===== config.mk =====
export PLATFORM = sky130hd
export DESIGN_NAME = sup_ram
export DESIGN_NICKNAME = d
export VERILOG_FILES = /design/src/design/sup_ram.sv
export SDC_FILE = /design/constraint.sdc
export NUM_CORES = 1
export LEC_CHECK = 0
export BUFFER_PORTS_ARGS = -buffer_cell sky130_fd_sc_hd__buf_2
export CAP_MARGIN = 20
export CORE_ASPECT_RATIO = 1.25
export CORE_MARGIN = 5
export CORE_UTILIZATION = 31
export DETAILED_ROUTE_END_ITERATION = 16
export HOLD_SLACK_MARGIN = 0.06
export PLACE_DENSITY = 0.59
export REMOVE_ABC_BUFFERS = 1
export SYNTH_ARGS = -nofsm -noshare
export SYNTH_HDL_FRONTEND = slang
export SYNTH_SLANG_ARGS = --single-unit

===== constraint.sdc =====
create_clock -name clk -period 1.7 [get_ports clk]
set_clock_uncertainty 0.1 [all_clocks]
set_input_delay 0.17 -clock clk [delete_from_list [all_inputs] [get_ports clk]]
set_output_delay 0.17 -clock clk [all_outputs]
set_load 0.05 [all_outputs]

===== src/design/sup_ram.sv =====
// Generic single-port-write, single-port-read RAM with registered read data.
// No dependencies.
`timescale 1ns / 1ps

module sup_ram #(
    parameter int WIDTH = 8,
    parameter int DEPTH = 16
) (
    input  logic                     clk,
    input  logic                     we,
    input  logic [$clog2(DEPTH)-1:0] waddr,
    input  logic [WIDTH-1:0]         wdata,
    input  logic                     re,
    input  logic [$clog2(DEPTH)-1:0] raddr,
    output logic [WIDTH-1:0]         rdata
);

    logic [WIDTH-1:0] mem [DEPTH];
    logic [WIDTH-1:0] rdata_reg;

    always_ff @(posedge clk)
    begin
        if (we)
        begin
            mem[waddr] <= wdata;
        end
        if (re)
        begin
            rdata_reg <= mem[raddr];
        end
    end

    assign rdata = rdata_reg;

endmodule


==> impl_metrics.env <==
export IMPL_portBuffers=26
export IMPL_end_kind="register"
export IMPL_ir_drop_v=0.0007648
export IMPL_routed_via_density=4.702
export IMPL_htreeDepth=4
export IMPL_drive_gt1_share_pct=31.94
export IMPL_synth_fa_ha_area_share_pct=0
export IMPL_antenna_found_initial=0
export IMPL_initial_core_util_pct=31.28
export IMPL_syn_inst=229
export IMPL_yosysUniqueCellTypes=18
export IMPL_overflow=0
export IMPL_hold_class="in2reg"
export IMPL_ys_seq_elements=136
export IMPL_worstPathMaxFanout=1
export IMPL_fin_crit_sh_pct=94.01
export IMPL_synth_top_family_by_area="multiplexers"
export IMPL_dieArea_mm2=0.01958
export IMPL_fin_setup_tns_ns=0
export IMPL_leakage_nw=2.158
export IMPL_cts_sinks=136
export IMPL_rsz0062_at_grt="no"
export IMPL_syn_avg_cell_area_um2=22.83
export IMPL_clk_latency_ns=0.41
export IMPL_gp_congestion=0.7515
export IMPL_seq_area_frac_synth_pct=78.12
export IMPL_drv_cap=0
export IMPL_path_class="reg2reg"
export IMPL_wirelength_um=10320
export IMPL_post_route_min_period_ns=1.598
export IMPL_p_per_area_mw_per_mm2=1195
export IMPL_crit_arrival_ns=1.65
export IMPL_cts_max_path_buffers=2
export IMPL_drc=0
export IMPL_final_instance_count_excl_fill=530
export IMPL_path_cells="mux4_1 > a22oi_1 > nand2_1"
export IMPL_synth_compound_area_share_pct=2.298
export IMPL_vias=2492
export IMPL_design_core_area_mm2=0.01671
export IMPL_ant_nets=0
export IMPL_die_x_um=126.1
export IMPL_finalSetupViolCount=0
export IMPL_io_pins=27
export IMPL_antenna_cells=0
export IMPL_critPathSlowestCell="mux4_1"
export IMPL_syn_cell_area_mm2=0.005228
export IMPL_grt_pass1_wl_um=16110
export IMPL_root_buffer="clkbuf_16"
export IMPL_yosysWarnings=0
export IMPL_dieHeight_um=155.2
export IMPL_dr_pass1_iters=4
export IMPL_whs_path_depth=1
export IMPL_layout_nets=316
export IMPL_fmax_mhz=625.7
export IMPL_synthMuxAreaShare_pct=14.79
export IMPL_rows=53
export IMPL_required_ns=1.75
export IMPL_hold_violations=0
export IMPL_wl_per_cell_um=19.47
export IMPL_status="complete, no violations"
export IMPL_largest_reg_flops=128
export IMPL_dp_hpwl_um=7079
export IMPL_synth_simple_area_share_pct=3.135
export IMPL_postCtsSetupBuffers=0
export IMPL_grt_pass1_vias=2657
export IMPL_globalRouteTotalUtil_pct=11.26
export IMPL_slowest_delay_ns=0.50
export IMPL_startpoint_type="register"
export IMPL_cts_buffers=17
export IMPL_relSlewSlack_pct=52.99
export IMPL_reg2reg_depth=3
export IMPL_worstMarginPinSlew_ns=0.7025
export IMPL_synth_xor_area_share_pct=0
export IMPL_cts_clk_slew_worst_paths_ns=0.06
export IMPL_drt_iter0_drc=177
export IMPL_grt_max_degree=22
export IMPL_cts_tree="built"
export IMPL_placedCellCount=490
export IMPL_nFillCells=1513
export IMPL_syn_to_final_growth_pct=22.98
export IMPL_slew_violations=0
[path summary, 6_finish.rpt]
check	startpoint	endpoint	slack, ns
setup / recovery	mem[0][3]	rdata[3]	0.10
hold / removal	wdata[4]	mem[12][4]	0.06
setup reg to reg	mem[0][3]	rdata[3]	0.10
hold reg to reg	mem[12][1]	rdata[1]	0.65
[report_power, final]
| part | switching (mW) | internal (mW) | leakage, nW |
|---|---|---|---|
| clock network | 1.31 | 2.15 | 0.266 |
| registers | 0.0174 | 3.78 | 1.24 |
| logic | 0.256 | 0.173 | 0.656 |
[metal layers]
metal  GRT usage (%)  up-vias  routed length [µm]
met1           13.68     1282                4253
met4           4.599        0                 172
met3           3.400       15                 613
li1                -     1115                   -
met2           18.77       80                5278
met5               0        -                   0
[synth_stat cells, drive strengths merged]
cell type	number	share of area, %
or3b	1	0.17
buf	7	1.1
nor2b	1	0.12
edfxtp	136	78
and2b	1	0.14
nand3	1	0.096
nor2	13	0.93
nor3	4	0.38
nand2b	2	0.24
nand3b	2	0.29
mux4	32	15
clkdlybuf4s25	3	0.57
a22oi	16	2.3
and2	1	0.12
nand2	9	0.65
[metrics by stage]
step / utilization (%) / worst slack (ns) / power [mW] / hold slack, ns / instance area, µm²
after CTS: 38.47 / 0.1052 / 7.745 / 0.06016 / 6429
final: 38.47 / 0.1019 / 7.681 / 0.06155 / 6429
after global placement: 34.61 / -0.1071 / 4.276 / 0.4522 / 5784
after floorplan: - / -0.06287 / 4.071 / 0.1689 / 5141
after global routing: 38.47 / 0.06190 / 7.943 / 0.06703 / 6429
after detailed placement: 34.61 / -0.1252 / 4.290 / 0.4497 / 5784
[layout make-up]
cell class	instances	area (µm²)	share of cell area, %
Timing Repair Buffer	59	447.9	6.968
Clock inverter	12	127.6	1.985
Tap cell	220	275.3	4.282
Sequential cell	136	4084	63.53
Multi-Input combinational cell	83	1057	16.45
Clock buffer	20	436.7	6.793
[logic make-up after synthesis]
| family | after synthesis |
|---|---|
| AO/OA/AOI/OAI | 16 |
| buffers and inverters | 10 |
| flip-flops | 136 |
| multiplexers | 32 |
| AND/OR/NAND/NOR | 35 |
[what timing repair did]
item	4_1_cts	5_1_grt
hold buffers	8	0
endpoints found under the hold margin	101	0
resized for setup	0	0
[placed cells by master, fill, tap and decap left out, drive strengths merged]
cell type and n:
edfxtp 136, buf 51, mux4 32, clkbuf 20, a22oi 16, nor2 13, nand2 9, dlygate4sd3 8
clkinv 5, nor3 4, clkinvlp 4, nand3b 2, nand2b 2, bufinv 2, nor2b 1, and2 1
and2b 1, nand3 1, or3b 1, inv 1
[worst max-delay path: cells and delay by family (launching register included)]
kind / cells / cell delay, ns
compound gates: 1 / 0.23
mux: 1 / 0.50
flops: 1 / 0.39
simple gates: 1 / 0.12
(Power assumes the default switching activity.)
