$ cat src/design/sup_pkg.sv
// Shared types and constants for the shortest unique prefix assigner.
// No dependencies; imported by every module of the block except sup_ram.
`timescale 1ns / 1ps

package sup_pkg;

    localparam int MAX_WORDS  = 1024;
    localparam int MAX_CHARS  = 16;
    localparam int CHAR_W     = 8;
    localparam int LEN_W      = $clog2(MAX_CHARS + 1);
    localparam int IDX_W      = $clog2(MAX_WORDS);
    localparam int CNT_W      = $clog2(MAX_WORDS + 1);
    localparam int POS_W      = $clog2(MAX_CHARS);

    // Current word as held by the word buffer
    typedef struct packed {
        logic [MAX_CHARS-1:0][CHAR_W-1:0] chars;
        logic [LEN_W-1:0]                 len;
    } word_t;

    // One table row: abbreviation length and its bytes
    typedef struct packed {
        logic [LEN_W-1:0]                 len;
        logic [MAX_CHARS-1:0][CHAR_W-1:0] chars;
    } entry_t;

    localparam int ROW_W = $bits(entry_t);

    typedef struct packed {
        logic [LEN_W-1:0] prefix_length;
        logic [IDX_W-1:0] entry_index;
        logic             no_unique_prefix;
        logic             table_full;
    } result_t;

endpackage

$ cat src/design/sup_scan.sv
// Scan controller: sweeps the abbreviation table, marks taken prefix lengths,
// picks the shortest free prefix and, unless the table is full, writes the new row.
// Depends on sup_pkg; drives the table RAM in the top level.
`timescale 1ns / 1ps

module sup_scan (
    input  logic                        clk,
    input  logic                        rst_n,
    input  logic                        go,
    input  sup_pkg::word_t              word,
    output logic                        busy,
    output logic                        clear_word,
    output logic                        ram_re,
    output logic [sup_pkg::IDX_W-1:0]   ram_raddr,
    input  sup_pkg::entry_t             ram_rdata,
    output logic                        ram_we,
    output logic [sup_pkg::IDX_W-1:0]   ram_waddr,
    output sup_pkg::entry_t             ram_wdata,
    output logic                        done,
    output sup_pkg::result_t            result
);
    import sup_pkg::*;

    typedef enum logic [2:0] {
        ST_IDLE = 3'b001,
        ST_SCAN = 3'b010,
        ST_PICK = 3'b100
    } state_t;

    state_t               state_reg, state_next;
    logic [CNT_W-1:0]     rd_addr_reg, rd_addr_next;
    logic                 pend_reg, pend_next;
    logic [MAX_CHARS-1:0] taken_reg, taken_next;
    logic [CNT_W-1:0]     count_reg, count_next;
    logic                 done_reg, done_next;
    result_t              result_reg, result_next;

    logic                 issue;
    logic                 row_match;
    logic [MAX_CHARS-1:0] byte_ok;
    logic                 found;
    logic [LEN_W-1:0]     k_sel;
    logic                 full;
    logic [POS_W-1:0]     hit_pos;

    assign issue = (state_reg == ST_SCAN) && (rd_addr_reg < count_reg);
    assign full  = (count_reg == CNT_W'(MAX_WORDS));

    // Taken-length bit of the row being compared
    assign hit_pos = POS_W'(ram_rdata.len - LEN_W'(1));

    // Row matches when its length fits the word and its bytes equal the word prefix
    always_comb
    begin
        for (int i = 0; i < MAX_CHARS; i++)
        begin
            byte_ok[i] = (ram_rdata.chars[i] == word.chars[i]) ||
                         (LEN_W'(i) >= ram_rdata.len);
        end
        row_match = (&byte_ok) && (ram_rdata.len != '0) && (ram_rdata.len <= word.len);
    end

    // Shortest length not taken, up to the word length
    always_comb
    begin
        found = 1'b0;
        k_sel = word.len;
        for (int c = 0; c < MAX_CHARS; c++)
        begin
            if (!found && (LEN_W'(c) < word.len) && !taken_reg[c])
            begin
                found = 1'b1;
                k_sel = LEN_W'(c + 1);
            end
        end
    end

    always_comb
    begin
        state_next   = state_reg;
        rd_addr_next = rd_addr_reg;
        pend_next    = pend_reg;
        taken_next   = taken_reg;
        count_next   = count_reg;
        done_next    = 1'b0;
        result_next  = result_reg;
        ram_we       = 1'b0;
        ram_waddr    = count_reg[IDX_W-1:0];
        ram_wdata.len   = k_sel;
        ram_wdata.chars = word.chars;
        clear_word   = 1'b0;

        case (state_reg)
            ST_IDLE:
            begin
                if (go)
                begin
                    rd_addr_next = '0;
                    pend_next    = 1'b0;
                    taken_next   = '0;
                    state_next   = ST_SCAN;
                end
            end
            ST_SCAN:
            begin
                if (issue)
                begin
                    rd_addr_next = rd_addr_reg + CNT_W'(1);
                end
                pend_next = issue;
                if (pend_reg && row_match)
                begin
                    taken_next[hit_pos] = 1'b1;
                end
                if (!issue && !pend_reg)
                begin
                    state_next = ST_PICK;
                end
            end
            ST_PICK:
            begin
                result_next.prefix_length    = k_sel;
                result_next.no_unique_prefix = !found;
                result_next.table_full       = full;
                result_next.entry_index      = full ? '0 : count_reg[IDX_W-1:0];
                if (!full)
                begin
                    ram_we     = 1'b1;
                    count_next = count_reg + CNT_W'(1);
                end
                clear_word = 1'b1;
                done_next  = 1'b1;
                state_next = ST_IDLE;
            end
            default:
            begin
                state_next = ST_IDLE;
            end
        endcase
    end

    always_ff @(posedge clk or negedge rst_n)
    begin
        if (!rst_n)
        begin
            state_reg   <= ST_IDLE;
            rd_addr_reg <= '0;
            pend_reg    <= 1'b0;
            taken_reg   <= '0;
            count_reg   <= '0;
            done_reg    <= 1'b0;
        end
        else
        begin
            state_reg   <= state_next;
            rd_addr_reg <= rd_addr_next;
            pend_reg    <= pend_next;
            taken_reg   <= taken_next;
            count_reg   <= count_next;
            done_reg    <= done_next;
        end
    end

    always_ff @(posedge clk)
    begin
        result_reg <= result_next;
    end

    assign busy      = (state_reg != ST_IDLE);
    assign ram_re    = issue;
    assign ram_raddr = rd_addr_reg[IDX_W-1:0];
    assign done      = done_reg;
    assign result    = result_reg;

endmodule
$ cat config.mk
export PLATFORM = sky130hd
export DESIGN_NAME = sup_scan
export DESIGN_NICKNAME = d
export VERILOG_FILES = /design/src/design/sup_pkg.sv /design/src/design/sup_scan.sv
export SDC_FILE = /design/constraint.sdc
export NUM_CORES = 1
export LEC_CHECK = 0
export ABC_AREA = 0
export ABC_CLOCK_PERIOD_IN_PS = 3600
export BUFFER_PORTS_ARGS = -buffer_cell sky130_fd_sc_hd__buf_4
export CORE_AREA = 2 2 172 174
export DETAILED_ROUTE_END_ITERATION = 8
export DIE_AREA = 0 0 174 176
export PLACE_DENSITY = 0.54
export SETUP_SLACK_MARGIN = 0.1
export SYNTH_ARGS = -nofsm -noshare
export SYNTH_HDL_FRONTEND = slang
export SYNTH_SLANG_ARGS = --single-unit
$ cat constraint.sdc
create_clock -name clk -period 3.6 [get_ports clk]
set_clock_uncertainty 0.2 [all_clocks]
set_input_delay 0.54 -clock clk [delete_from_list [all_inputs] [get_ports clk]]
set_output_delay 0.54 -clock clk [all_outputs]
set_load 0.01 [all_outputs]
==> metrics.csv <==
stage,metric,value,unit
power_and_ir_drop,p_leak,4.25,nW
setup_path,crit_path_max_fanout,7,
layout,nNetsFinal,1294,
drt,vias,5943,
setup_path,start_kind,flip-flop,
die,die_area,0.0306,mm²
sta,fmax,313,MHz
hold_path,hp-class,in2async,
logic_synthesis,syn-cell-area,0.00623,mm²
setup_path,r2r_setup_slack,940,ps
power_and_ir_drop,ir_drop,0.000217,V
placement,place_hpwl,23000,µm
setup_path,crit_type,reg2out,
sta,slew-limit-headroom,52.3,%
clocking,clockBufferDepth,2,
die,core_area,0.0285,mm²
layout,final_common_cell,buf_4,
drt,antenna_left,0,
clocking,htree_levels,3,
clocking,cts_root_buffer,clkbuf_16,
logic_synthesis,yosys_warnings,0,
sta,setup_viol,0,
placement,io_buffers,443,
clocking,clk_transition_reported_paths,50,ps
drt,drt_iter0_drc,260,
setup_path,cp.arrival,2460,ps
logic_synthesis,avgSynthCellArea,8.66,µm²
clocking,cts_num_sinks,60,
logic_synthesis,async_reset_ff_share,71.7,%
sta,hold_violations,0,
clocking,numCtsBuffers,9,
setup_path,end_kind,output port,
run,cap_violations,0,
sta,period_share,88.8,%
clocking,cts_resized,0,
status,outcome,"finished, final reports clean",
logic_synthesis,synthFlopType,dfrtp_1,
layout,final_cell_mix,"buf_4, xor2_1, xnor2_1",
placement,routabilityCongestion,0.885,
grt,antenna_found_initial,3,
layout,drive_above_1_share,49.5,%
drt,wirelength,25900,µm
setup_path,rr_endpoint,taken_reg[2],
setup_path,rr_worst_depth,8,
sta,rsz0062_at_grt,false,
die,die_x,174,µm
logic_synthesis,synth_cells,720,
grt,grt_pass1_vias,5975,
sta,setup_tns,0,ps
layout,area_delta_synth_final,46.8,%
power_and_ir_drop,p_total,2.63,mW
drt,post_drt_wl_per_cell,18.5,µm
sta,finalMaxSlewViolations,0,
clocking,clk_latency,330,ps
sta,tightest_slew,714,ps
grt,grt_pass1_wl,37300,µm
grt,grt_max_degree,44,
setup_path,r2r_start,state_reg[2],
logic_synthesis,synth_edf_count,17,
setup_path,required,2860,ps
die,fp.dieH,176,µm
power_and_ir_drop,powerDensity,287,mW/mm²
logic_synthesis,synth_nets,1007,
clocking,cts_tree,done,
logic_synthesis,ys_types,64,
clocking,ctsHoldBuffers,0,
die,io_pins,444,
clocking,postCtsSetupBuffers,0,
drt,route.detailed.drc,0,
drt,vias_per_cell,4.25,
grt,grt-ovfl-total,0,
drt,drt-pass1-iter-count,4,
die,start_util,21.8,%
logic_synthesis,yosysSeqAreaShare,25.5,%
grt,grtUsageTotal,16.1,%
die,rows,62,
layout,largest_reg_flops,17,
sta,fin_crit,3200,ps
logic_synthesis,ys_seq_elements,60,
## worst max-delay path by stage
| stage | start | endpoint | depth (start not counted) |
|---|---|---|---|
| floorplan | state_reg[1] | count_reg[9] | 6 |
| global placement | word[4] | ram_wdata[128] | 9 |
| detailed placement | word[4] | ram_wdata[128] | 9 |
| CTS | taken_reg[0] | ram_wdata[130] | 9 |
| global route | taken_reg[0] | ram_wdata[130] | 9 |
| finish | taken_reg[0] | ram_wdata[130] | 9 |
## metrics by stage
step | hold slack [ps] | std cells | util (%) | worst slack [ps] | area [µm²]
6_report | 10.1 | 1398 | 32.1 | 402 | 9150
5_1_grt | 55.3 | 1398 | 32.1 | 185 | 9150
4_1_cts | 35.9 | 1396 | 32.0 | 363 | 9150
3_5_place_dp | 253 | 1380 | 31.0 | 437 | 8850
3_3_place_gp | 237 | 1380 | 31.0 | 416 | 8850
2_1_floorplan | 44.4 | 720 | - | 168 | 6230
## power by group
part | internal, mW | leakage [nW] | switching, mW
clock network | 0.542 | 0.151 | 0.292
logic | 0.505 | 3.36 | 0.491
registers | 0.756 | 0.736 | 0.0430
total | 1.80 | 4.25 | 0.826
## critical path, cell delays in order, from the launching register on
cell       delay [ps]
dfrtp_1           460
nand2b_1          170
a22oi_1           250
nor2_1            110
and2_1            160
buf_4             160
nand3_1           140
nor2_4             70
a2111oi_2         420
buf_4             190
## cells in the mapped netlist, drive strengths merged (9+ instances only)
cell	number	area, µm²
inv	25	93.8
dfrtp	42	1050
nor2	30	130
ha	18	225
nor4	26	188
edfxtp	17	510
xnor2	61	534
a211oi	9	72.6
nand4	23	150
xor2	80	701
buf	161	1210
a21oi	27	139
nor3	10	60.1
nand3	17	85.1
nand2	55	206
o21ai	26	164
clkbuf	14	52.6
## layer usage
layer	GRT usage [%]	wire, µm	vias to the layer above
li1	-	-	2908
met5	0	11	-
met1	20.7	11000	2740
met4	5.25	619	2
met3	4.05	2000	32
met2	26.6	12300	261
## cells by family after synthesis
kind of cell,count (synthesis),synth area share (%)
AOI/OAI and AO/OA,106,12.2
DFF,60,25.5
muxes,5,0.823
and+or+nand+nor,190,16.4
buffers and inverters,200,21.7
xor gates and xnor gates,141,19.8
adders and majority gates,18,3.61
## area by class of cell
class	count	area, µm²
multi-input combinational	460	3300
tap	384	480
sequential	60	1590
inverter	25	93.8
antenna	2	5.00
clock inverter	3	16.3
timing repair buffer	451	3390
clock buffer	13	282
fill	3117	19400
Note: power is estimated with default switching activity, not from simulation.
