[src/design/sup_pkg.sv]
// Shared types and constants for the shortest unique prefix assigner.
// No dependencies; imported by every module of the block except sup_ram.
`timescale 1ns / 1ps

package sup_pkg;

    localparam int MAX_WORDS  = 1024;
    localparam int MAX_CHARS  = 16;
    localparam int CHAR_W     = 8;
    localparam int LEN_W      = $clog2(MAX_CHARS + 1);
    localparam int IDX_W      = $clog2(MAX_WORDS);
    localparam int CNT_W      = $clog2(MAX_WORDS + 1);
    localparam int POS_W      = $clog2(MAX_CHARS);

    // Current word as held by the word buffer
    typedef struct packed {
        logic [MAX_CHARS-1:0][CHAR_W-1:0] chars;
        logic [LEN_W-1:0]                 len;
    } word_t;

    // One table row: abbreviation length and its bytes
    typedef struct packed {
        logic [LEN_W-1:0]                 len;
        logic [MAX_CHARS-1:0][CHAR_W-1:0] chars;
    } entry_t;

    localparam int ROW_W = $bits(entry_t);

    typedef struct packed {
        logic [LEN_W-1:0] prefix_length;
        logic [IDX_W-1:0] entry_index;
        logic             no_unique_prefix;
        logic             table_full;
    } result_t;

endpackage

[src/design/sup_word_buf.sv]
// Word buffer: collects the bytes of the current word and its length.
// Depends on sup_pkg.
`timescale 1ns / 1ps

module sup_word_buf (
    input  logic                          clk,
    input  logic                          rst_n,
    input  logic                          push,
    input  logic [sup_pkg::CHAR_W-1:0]    ch,
    input  logic                          clear,
    output sup_pkg::word_t                word
);
    import sup_pkg::*;

    logic [MAX_CHARS-1:0][CHAR_W-1:0] chars_reg;
    logic [LEN_W-1:0]                 len_reg;
    logic [LEN_W-1:0]                 len_next;
    logic                             room;

    assign room = (len_reg < LEN_W'(MAX_CHARS));

    always_comb
    begin
        len_next = len_reg;
        if (clear)
        begin
            len_next = '0;
        end
        else if (push && room)
        begin
            len_next = len_reg + LEN_W'(1);
        end
    end

    always_ff @(posedge clk or negedge rst_n)
    begin
        if (!rst_n)
        begin
            len_reg <= '0;
        end
        else
        begin
            len_reg <= len_next;
        end
    end

    // Drop bytes past the buffer depth
    always_ff @(posedge clk)
    begin
        if (push && room)
        begin
            chars_reg[len_reg[POS_W-1:0]] <= ch;
        end
    end

    assign word.chars = chars_reg;
    assign word.len   = len_reg;

endmodule

[config.mk]
export PLATFORM = sky130hd
export DESIGN_NAME = sup_word_buf
export DESIGN_NICKNAME = d
export VERILOG_FILES = /design/src/design/sup_pkg.sv /design/src/design/sup_word_buf.sv
export SDC_FILE = /design/constraint.sdc
export NUM_CORES = 1
export LEC_CHECK = 0
export BUFFER_PORTS_ARGS = -buffer_cell sky130_fd_sc_hd__buf_2
export CAP_MARGIN = 20
export CORE_MARGIN = 8
export CORE_UTILIZATION = 44
export CTS_BUF_LIST = sky130_fd_sc_hd__clkbuf_16
export CTS_CLUSTER_SIZE = 20
export DETAILED_ROUTE_END_ITERATION = 12
export PLACE_DENSITY = 0.72
export SLEW_MARGIN = 25
export SYNTH_ARGS = -nofsm -noshare
export SYNTH_HDL_FRONTEND = slang
export SYNTH_SLANG_ARGS = --single-unit
[constraint.sdc]
create_clock -name clk -period 1.6 [get_ports clk]
set_clock_uncertainty 0.1 [all_clocks]
set_input_delay 0.32 -clock clk [delete_from_list [all_inputs] [get_ports clk]]
set_output_delay 0.32 -clock clk [all_outputs]
set_load 0.03 [all_outputs]
==> impl_metrics.tcl, run 1 <==
set metrics [dict create \
    seq_power_share_pct 46.9 \
    area_taken_by_multi_input_logic_gates_um2 360.3 \
    finalMaxSlewViolations 0 \
    route.final.wire_length_um 10170 \
    drt_iter0_drc 120 \
    switching_power_share_of_the_total_pct 19.38 \
    yosys.area.top_type "edfxtp_1" \
    final_net_count 361 \
    critical_path_depth 2 \
    drt-pass1-iter-count 4 \
    finalSetupViolCount 0 \
    synth_enable_flop_cells 128 \
    totalNegativeSetupSlack_ns 0 \
    syn-num-nets 193 \
    finalHoldWorstSlack_ns 0.05060 \
    grt_start_max_net_pins 17 \
    area_growth_pct 38.62 \
    clock_tree_from_tritoncts "yes" \
    ctsRootBufferMaster "clkbuf_16" \
    ys_ff_latch 133 \
    critPathMaxFanout 4 \
    fraction_of_the_cycle_the_final_worst_path_needs_pct 95.88 \
    power.share.combinational_pct 3.5 \
    run_status "finished, final reports clean" \
    globalRouteTotalUtil_pct 15.98 \
    drv.max_cap_violation_count 0 \
    worst-endpoint-required_ns 1.18 \
    synth_top_flop_cell "edfxtp_1" \
    floorplan.initialDensity_pct 44.51 \
    power.density_nw_per_um2 1399 \
    clk-insertion-delay-late_ns 0.40 \
    routed-via-count 2282 \
    cell_area_after_synthesis_um2 4270 \
    switchingPower_w 0.001605 \
    endpoint_kind_of_the_worst_setup_timing_path "primary output" \
    synthesis.yosys.warnings 0 \
    register_cell_area_after_layout_um2 3973 \
    avgViaCountPerCell 4.648 \
    cpLargestDelayFamily "flip-flops" \
    num_rows 36 \
    timing.hold.worst_path_depth 2 \
    cpMaxStageDelayCell "dfrtp_2" \
    tightest_slew_ns 0.4015 \
    port_buffers 144 \
    clock_sinks 133 \
    final_layout_size_suffix_gt1_share_pct 57.82 \
    htree_levels 4 \
    number_of_cells_on_the_worst_reg_to_reg_path 3 \
    numCtsBuffers 17 \
    crit_buf_inv 2 \
    io_pins 145 \
    placed_cell_area_um2 5246 \
    worstHoldPathType "in -> reg" \
    synthDistinctLibCells 19 \
    timing.critical_path.arrival_ns 1.11 \
    cpPeakStageDelay_ns 0.40 \
    most_frequent_cell_after_synthesis "edfxtp_1" \
    critPathLaunchType "register" \
    timing.setup.critical_path_class "reg -> out" \
    synth.yosys.seq_area_share_pct 92.94 \
    die_span_in_x_um 114.5 \
    ir_drop_v 0.0007649 \
    finalInstanceArea_um2 5919 \
    grt_overflow_total 0 \
    fmax_mhz 651.9 \
    clock_tree.buffer_depth 2 \
    leakage_power_nw 2.271 \
    antenna_found_initial 0 \
    detail_route.drc_violations 0 \
    power_total_w 0.008283 \
    design.core.area_um2 9594 \
    floorplan.die_area_um2 13110 \
    period_minus_slack_ns 1.534 \
    syn_inst 177 \
    antennaDiodeCount 0 \
    async_reset_ff_share_pct 3.759 \
    clk_transition_reported_paths_ns 0.06 \
    max_slew_margin_pct 73.23 \
    max_reg_flops 128 \
    clock_power_share_pct 49.7 \
    yosys.area.top_type_share_pct 90.01 \
    avg_inst_size_synth_um2 24.13 \
    wire_per_inst_um 20.72 \
    chipHeight_um 114.5 \
    grt_first_pass_wirelength_um 14720 \
    synth_area_leaders "edfxtp_1 (90%), dfrtp_1 (2.9%), and2_1 (2.3%)" \
    synth.cells.most_frequent "edfxtp_1 (128), and2_1 (16), dfrtp_1 (5), nor2_1 (5)" \
    cellInternalPower_w 0.006677 \
    report.final.hold_viol_count 0 \
    fillers 710 \
    worst_path_cell_chain "buf_4 -> buf_2" \
    grt_pass1_vias 2422 \
    postRouteAntennaNets 0 \
    place.detailed.hpwl_um 6844 \
    final_util_pct 61.70 \
    finalWeightedCongestion 0.6962 \
]
-- layer usage --
| metal | share of wire (%) | GRT usage [%] |
|---|---|---|
| met3 | 7.8 | 5.907 |
| met2 | 53 | 27.87 |
| met5 | 0 | 0 |
| met1 | 38 | 17.26 |
| met4 | 1.1 | 6.122 |
-- worst reg2reg max path: stages (launching register included) --
cell	delay, ns
dfrtp_2	0.44
inv_1	0.12
nor3_4	0.30
and2_4	0.26
-- area by class of cell --
class / count / area share [%]
flip-flops and latches: 133 / 67.11
repair buffers: 150 / 12.98
clock buffers: 17 / 7.187
multi-input cells: 39 / 6.088
clock inverters: 15 / 3.572
well taps: 133 / 2.811
inverters: 4 / 0.2536
-- power by group through the flow --
stage                     Clock, W  Combinational [W]  Sequential [W]
after global placement           0           0.000281         0.00395
final                      0.00411           0.000287         0.00388
after floorplan                  0          0.0000635         0.00403
after detailed placement         0           0.000288         0.00395
after global routing       0.00433           0.000308         0.00389
after CTS                  0.00416           0.000294         0.00388
-- metrics by stage --
| stage | worst slack [ns] | instances |
|---|---|---|
| after global routing | -0.001284 | 491 |
| after detailed placement | -0.06026 | 458 |
| after CTS | 0.04179 | 491 |
| after global placement | -0.04393 | 458 |
| after floorplan | 0.01327 | 177 |
| final | 0.06598 | 491 |
-- layout by cell type (no fill, tap or decap), drive strengths merged --
| master | synthesis | final |
|---|---|---|
| nor2 | 5 | 5 |
| edfxtp | 128 | 128 |
| a41oi | 1 | 1 |
| o21ai | 1 | 1 |
| ha | 4 | 4 |
| dfrtp | 5 | 5 |
| mux2i | 1 | 1 |
| nor4 | 1 | 1 |
| nand2b | 1 | 1 |
| a21oi | 1 | 1 |
| buf | 1 | 149 |
| dlygate4sd3 | 0 | 1 |
| clkinvlp | 0 | 4 |
| clkinv | 0 | 6 |
| or3 | 1 | 1 |
| nor3 | 4 | 4 |
| clkbuf | 0 | 17 |
| and2 | 16 | 16 |
| inv | 4 | 4 |
| xnor2 | 1 | 1 |
| nand2 | 1 | 1 |
| mux2 | 1 | 1 |
| bufinv | 0 | 5 |
-- cells by family (layout without fill, tap and decap cells) --
group,Yosys count,in the layout,synth area share [%]
AOI/OAI and AO/OA,3,3,0.4393
xor gates and xnor gates,1,1,0.2051
adders and majority gates,4,4,1.172
buffers and inverters,5,186,0.6152
DFF,133,133,92.94
muxes,2,2,0.4981
and+or+nand+nor,29,29,4.132
-- repair_timing --
item / CTS / global route
endpoints found under the hold margin: 5 / 0
setup endpoints to repair: 64 / 23
gates resized for setup: 5 / 2
hold buffers: 1 / 0
pin swaps: 1 / 1
buffers inserted: 0 / 0
-- final timing paths --
kind | from | to | slack [ns]
setup / recovery | len_reg[4] | word[4] | 0.07
max in group asynchronous | rst_n | len_reg[3] | 1.11
hold / removal | clear | len_reg[2] | 0.05
min in group asynchronous | rst_n | len_reg[2] | 0.15
hold reg to reg | len_reg[4] | len_reg[4] | 0.53
setup reg to reg | len_reg[3] | word[100] | 0.08
Power figures use the tool's default switching activity.
==> run 2, diff against run 1 <==
--- a/config.mk
+++ b/config.mk
@@ -8,12 +8,11 @@
 export BUFFER_PORTS_ARGS = -buffer_cell sky130_fd_sc_hd__buf_2
 export CAP_MARGIN = 20
 export CORE_MARGIN = 8
-export CORE_UTILIZATION = 44
+export CORE_UTILIZATION = 49
 export CTS_BUF_LIST = sky130_fd_sc_hd__clkbuf_16
 export CTS_CLUSTER_SIZE = 20
 export DETAILED_ROUTE_END_ITERATION = 12
-export PLACE_DENSITY = 0.72
-export SLEW_MARGIN = 25
+export PLACE_DENSITY = 0.76
 export SYNTH_ARGS = -nofsm -noshare
 export SYNTH_HDL_FRONTEND = slang
 export SYNTH_SLANG_ARGS = --single-unit
==> constraint.sdc (replaced) <==
create_clock -name clk -period 1.5 [get_ports clk]
set_clock_uncertainty 0.1 [all_clocks]
set_input_delay 0.3 -clock clk [delete_from_list [all_inputs] [get_ports clk]]
set_output_delay 0.3 -clock clk [all_outputs]
set_load 0.03 [all_outputs]
==> impl_metrics.tcl, run 2 (synthesized netlist as in run 1, its figures left out) <==
set metrics [dict create \
    run_status "finished with violations" \
    violations_in_the_final_reports "setup timing" \
    numCtsBuffers 17 \
    period_minus_slack_ns 1.541 \
    clock_tree_from_tritoncts "yes" \
    floorplan.initialDensity_pct 49.69 \
    avgViaCountPerCell 4.905 \
    io_pins 145 \
    report.final.hold_viol_count 0 \
    finalSetupViolCount 74 \
    final_layout_size_suffix_gt1_share_pct 58.79 \
    fillers 584 \
    fmax_mhz 648.9 \
    chipHeight_um 109.4 \
    final_net_count 367 \
    endpoint_kind_of_the_worst_setup_timing_path "register" \
    wire_per_inst_um 21.72 \
    grt_pass1_vias 2505 \
    area_growth_pct 38.27 \
    worst-endpoint-required_ns 1.50 \
    grt_first_pass_wirelength_um 14750 \
    die_span_in_x_um 109.4 \
    grt_start_max_net_pins 17 \
    leakage_power_nw 2.283 \
    design.core.area_um2 8593 \
    ctsRootBufferMaster "clkbuf_16" \
    routed-via-count 2315 \
    clock_power_share_pct 46.6 \
    clock_tree.buffer_depth 2 \
    switchingPower_w 0.001716 \
    power_total_w 0.008339 \
    htree_levels 4 \
    max_slew_margin_pct 73.07 \
    floorplan.die_area_um2 11960 \
    postLayoutSetupSlackWorst_ns -0.04110 \
    fin_cells 472 \
    setup_repair_after_global_routing_missed_its_margin "yes" \
    antennaDiodeCount 0 \
    tightest_slew_ns 0.4039 \
    drv.max_cap_violation_count 0 \
    drt_iter0_drc 94 \
    worstHoldPathType "in -> reg" \
    route.final.wire_length_um 10250 \
    totalNegativeSetupSlack_ns -2.015 \
    cellInternalPower_w 0.006623 \
    power.share.combinational_pct 3.8 \
    critPathMaxFanout 8 \
    seq_power_share_pct 49.7 \
    clk_transition_reported_paths_ns 0.06 \
    antenna_found_initial 0 \
    layout.cells.most_common_list "buf_2 (141), edfxtp_1 (128), clkbuf_16 (17)" \
    num_rows 34 \
    ir_drop_v 0.0009063 \
    power.density_nw_per_um2 1412 \
    clk-insertion-delay-late_ns 0.39 \
    fraction_of_the_cycle_the_final_worst_path_needs_pct 102.7 \
    finalMaxSlewViolations 0 \
    clock_sinks 133 \
    drt-pass1-iter-count 4 \
    placed_cell_area_um2 5265 \
    max_reg_flops 128 \
    globalRouteTotalUtil_pct 17.20 \
    timing.setup.critical_path_class "reg -> reg" \
    place.detailed.hpwl_um 6757 \
    grt_overflow_total 0 \
    placed_cells 435 \
    critPathLaunchType "register" \
    layout_commonest_cell "buf_2" \
    switching_power_share_of_the_total_pct 20.58 \
    finalWeightedCongestion 0.7495 \
    finalInstanceArea_um2 5904 \
    postRouteAntennaNets 0 \
    timing.critical_path.arrival_ns 1.54 \
    detail_route.drc_violations 0 \
    port_buffers 144 \
]
## run 2: cell types whose count changed in the layout (fill, tap and decap cells not counted), sizes merged
cell,change
buf,+6
inv,+1
clkinv,+2
bufinv,-3
## run 2: through the flow
step | utilization, % | hold WS [ns] | worst slack (ns)
after floorplan | - | -0.09559 | -0.03595
after global placement | 61.27 | 0.01988 | -0.005258
after detailed placement | 61.27 | 0.02214 | -0.02982
after CTS | 68.39 | 0.03626 | -0.04731
after global routing | 68.71 | 0.04008 | -0.08811
final | 68.71 | 0.03983 | -0.04110
## run 2: repair_timing
item                                   CTS  global route
cloned                                   0             0
endpoints found under the hold margin    5             0
setup endpoints to repair              132           132
resized for setup                       10             3
hold buffers                             1             0
pin swaps                                2             5
buffers inserted                         1             3
## run 2: per-layer routing
layer | part of all wire (%) | GRT usage [%]
met4 | 0.31 | 4.050
met1 | 39 | 21.24
met3 | 9.2 | 6.448
met5 | 0 | 0
met2 | 51 | 28.25
## run 2: layout make-up
class                           instances  area, um2  share of cell area (%)
Multi-Input combinational cell         39      370.4                   6.273
Clock buffer                           17      425.4                   7.205
Clock inverter                         15      138.9                   2.352
Inverter                                4      17.52                  0.2967
Timing Repair Buffer                  156      843.3                   14.28
Sequential cell                       133       3974                   67.30
Tap cell                              108      135.1                   2.289
## run 2: final timing paths
kind                             from          to  slack (ns)  cells after the start
hold reg to reg            len_reg[1]  len_reg[1]        0.53                      2
min in group asynchronous       rst_n  len_reg[4]        0.15                      2
setup / recovery           len_reg[4]    word[18]       -0.04                      3
setup reg to reg           len_reg[4]    word[18]       -0.04                      3
hold / removal                  clear  len_reg[2]        0.04                      2
max in group asynchronous       rst_n  len_reg[1]        1.00                      2
## run 2: critical path, cell delays in order, from the launching register on
cell	delay [ns]
dfrtp_2	0.40
nand2b_4	0.20
nor3_4	0.27
and2_4	0.27
## run 2: power groups by stage
stage	Combinational [W]	Sequential, W	Clock, W
3_5_place_dp	0.000313	0.00422	0
2_1_floorplan	0.0000719	0.00430	0
5_1_grt	0.000336	0.00415	0.00408
3_3_place_gp	0.000306	0.00422	0
6_report	0.000314	0.00414	0.00388
4_1_cts	0.000318	0.00414	0.00392
==> run 3, diff against run 2 <==
--- a/config.mk
+++ b/config.mk
@@ -7,6 +7,7 @@
 export LEC_CHECK = 0
 export BUFFER_PORTS_ARGS = -buffer_cell sky130_fd_sc_hd__buf_2
 export CAP_MARGIN = 20
+export CORE_ASPECT_RATIO = 0.75
 export CORE_MARGIN = 8
 export CORE_UTILIZATION = 49
 export CTS_BUF_LIST = sky130_fd_sc_hd__clkbuf_16
==> impl_metrics.tcl, run 3 (synthesized netlist as in run 1, its figures left out) <==
set metrics [dict create \
    violations_in_the_final_reports "setup timing" \
    detailedPlace.worstSlack_ns -0.02318 \
    setup_repair_after_global_routing_missed_its_margin "yes" \
    clock_tree.buffer_depth 2 \
    totalNegativeSetupSlack_ns -0.5000 \
    place.detailed.hpwl_um 6889 \
    period_minus_slack_ns 1.520 \
    postRouteAntennaNets 0 \
    holdPathEnd "len_reg[2]" \
    finalSetupViolCount 46 \
    finalWeightedCongestion 0.7621 \
    drt-pass1-iter-count 4 \
    fin_cells 476 \
    clk_transition_reported_paths_ns 0.05 \
    crit-reg2reg-launch "len_reg[3]" \
    timing.critical_path.arrival_ns 1.53 \
    finalMaxSlewViolations 0 \
    antenna_found_initial 0 \
    route.final.wire_length_um 10410 \
    r2r_slack_ns -0.02 \
    hold_start "clear" \
    critPathMaxFanout 8 \
    clock_sinks 133 \
    worst-endpoint-required_ns 1.51 \
    final_layout_size_suffix_gt1_share_pct 59.24 \
    endpoint_kind_of_the_worst_setup_timing_path "register" \
    port_buffers 144 \
    avgViaCountPerCell 4.971 \
    placed_cells 439 \
    clk-insertion-delay-late_ns 0.41 \
    tightest_slew_ns 0.3981 \
    ctsRootBufferMaster "clkbuf_16" \
    fmax_mhz 657.8 \
    postLayoutSetupSlackWorst_ns -0.02011 \
    final_net_count 371 \
    critPathLaunchType "register" \
    timing.setup.critical_path_class "reg -> reg" \
    routed-via-count 2366 \
    htree_levels 4 \
    globalRouteTotalUtil_pct 17.68 \
    floorplan.die_area_um2 11990 \
    floorplan.initialDensity_pct 50.51 \
    clock_tree_from_tritoncts "yes" \
    layout.cells.most_common_list "buf_2 (141), edfxtp_1 (128), clkbuf_16 (17)" \
    run_status "finished with violations" \
    worstHoldPathType "in -> reg" \
    wire_per_inst_um 21.86 \
    number_of_cells_on_the_worst_reg_to_reg_path 4 \
    power.density_nw_per_um2 1411 \
    max_slew_margin_pct 73.46 \
    report.final.hold_viol_count 0 \
    num_rows 29 \
    chipHeight_um 96.85 \
    ir_drop_v 0.001037 \
    numCtsBuffers 17 \
    max_reg_flops 128 \
    grt_pass1_vias 2514 \
    die_span_in_x_um 123.8 \
    grt_start_max_net_pins 17 \
    endpoint_of_the_lowest_slack_register_to_register_path "word[32]" \
    layout_commonest_cell "buf_2" \
    antennaDiodeCount 0 \
    leakage_power_nw 2.312 \
    grt_overflow_total 0 \
    drt_iter0_drc 214 \
    design.core.area_um2 8454 \
    drv.max_cap_violation_count 0 \
    io_pins 145 \
    timing.hold.worst_path_depth 2 \
    grt_first_pass_wirelength_um 15180 \
    area_growth_pct 39.29 \
    detail_route.drc_violations 0 \
    fraction_of_the_cycle_the_final_worst_path_needs_pct 101.3 \
    fillers 558 \
]
run 3: changes by cell type in the layout (fill, tap and decap cells not counted), sizes merged:
cell | previous run | this run
inv | 5 | 6
buf | 155 | 159
clkinvlp | 4 | 3
run 3: repair_timing:
item / CTS / global route
setup endpoints to repair: 38 / 125
hold buffers: 1 / 0
hold endpoints to repair: 5 / 0
resized for setup: 7 / 8
pin swaps: 0 / 4
buffers inserted: 3 / 1
run 3: area by class of cell:
cell class	count	area [um2]	share of cell area [%]
Multi-Input combinational cell	39	376.6	6.332
Inverter	4	17.52	0.2945
Tap cell	108	135.1	2.272
Clock buffer	17	425.4	7.152
Timing Repair Buffer	160	877.1	14.75
Sequential cell	133	3974	66.81
Clock inverter	15	142.6	2.398
run 3: critical path: stages, from the launching register on:
cell	delay, ns
dfrtp_2	0.43
buf_4	0.15
nor3_4	0.20
buf_6	0.14
and2_4	0.21
run 3: routing by layer:
layer  part of all wire [%]  track usage (%)  vias up
met5                      0                0        -
met4                    1.1            6.648        0
met3                     11            7.549       12
met2                     46            26.74      125
met1                     41            22.02     1180
li1                       -                -     1049
run 3: stage by stage:
| stage | hold slack (ns) | total power, W | instance area (um2) | utilization [%] |
|---|---|---|---|---|
| global placement | 0.02048 | 0.004534 | 5295 | 62.63 |
| detailed placement | 0.02510 | 0.004542 | 5295 | 62.63 |
| global route | 0.03969 | 0.008621 | 5948 | 70.36 |
| CTS | 0.006880 | 0.008447 | 5918 | 70.00 |
| floorplan | -0.09559 | 0.004373 | 4368 | - |
| finish | 0.03246 | 0.008393 | 5948 | 70.36 |
run 3: worst max-delay path by stage:
| stage | depth (start not counted) | end | slack (ns) | start |
|---|---|---|---|---|
| after global routing | 4 | word[28] | -0.1 | len_reg[4] |
| after global placement | 4 | word[30] | -0.008 | len_reg[4] |
| after detailed placement | 4 | word[30] | -0.02 | len_reg[4] |
| after CTS | 2 | word[3] | -0.03 | len_reg[3] |
| final | 4 | word[32] | -0.02 | len_reg[3] |
| after floorplan | 4 | word[100] | -0.04 | len_reg[4] |
run 3: where the power goes:
part | switching (W) | internal, W
Sequential | 0.0000175 | 0.00412
Clock | 0.00150 | 0.00242
Combinational | 0.000241 | 0.0000880
Total | 0.00176 | 0.00663
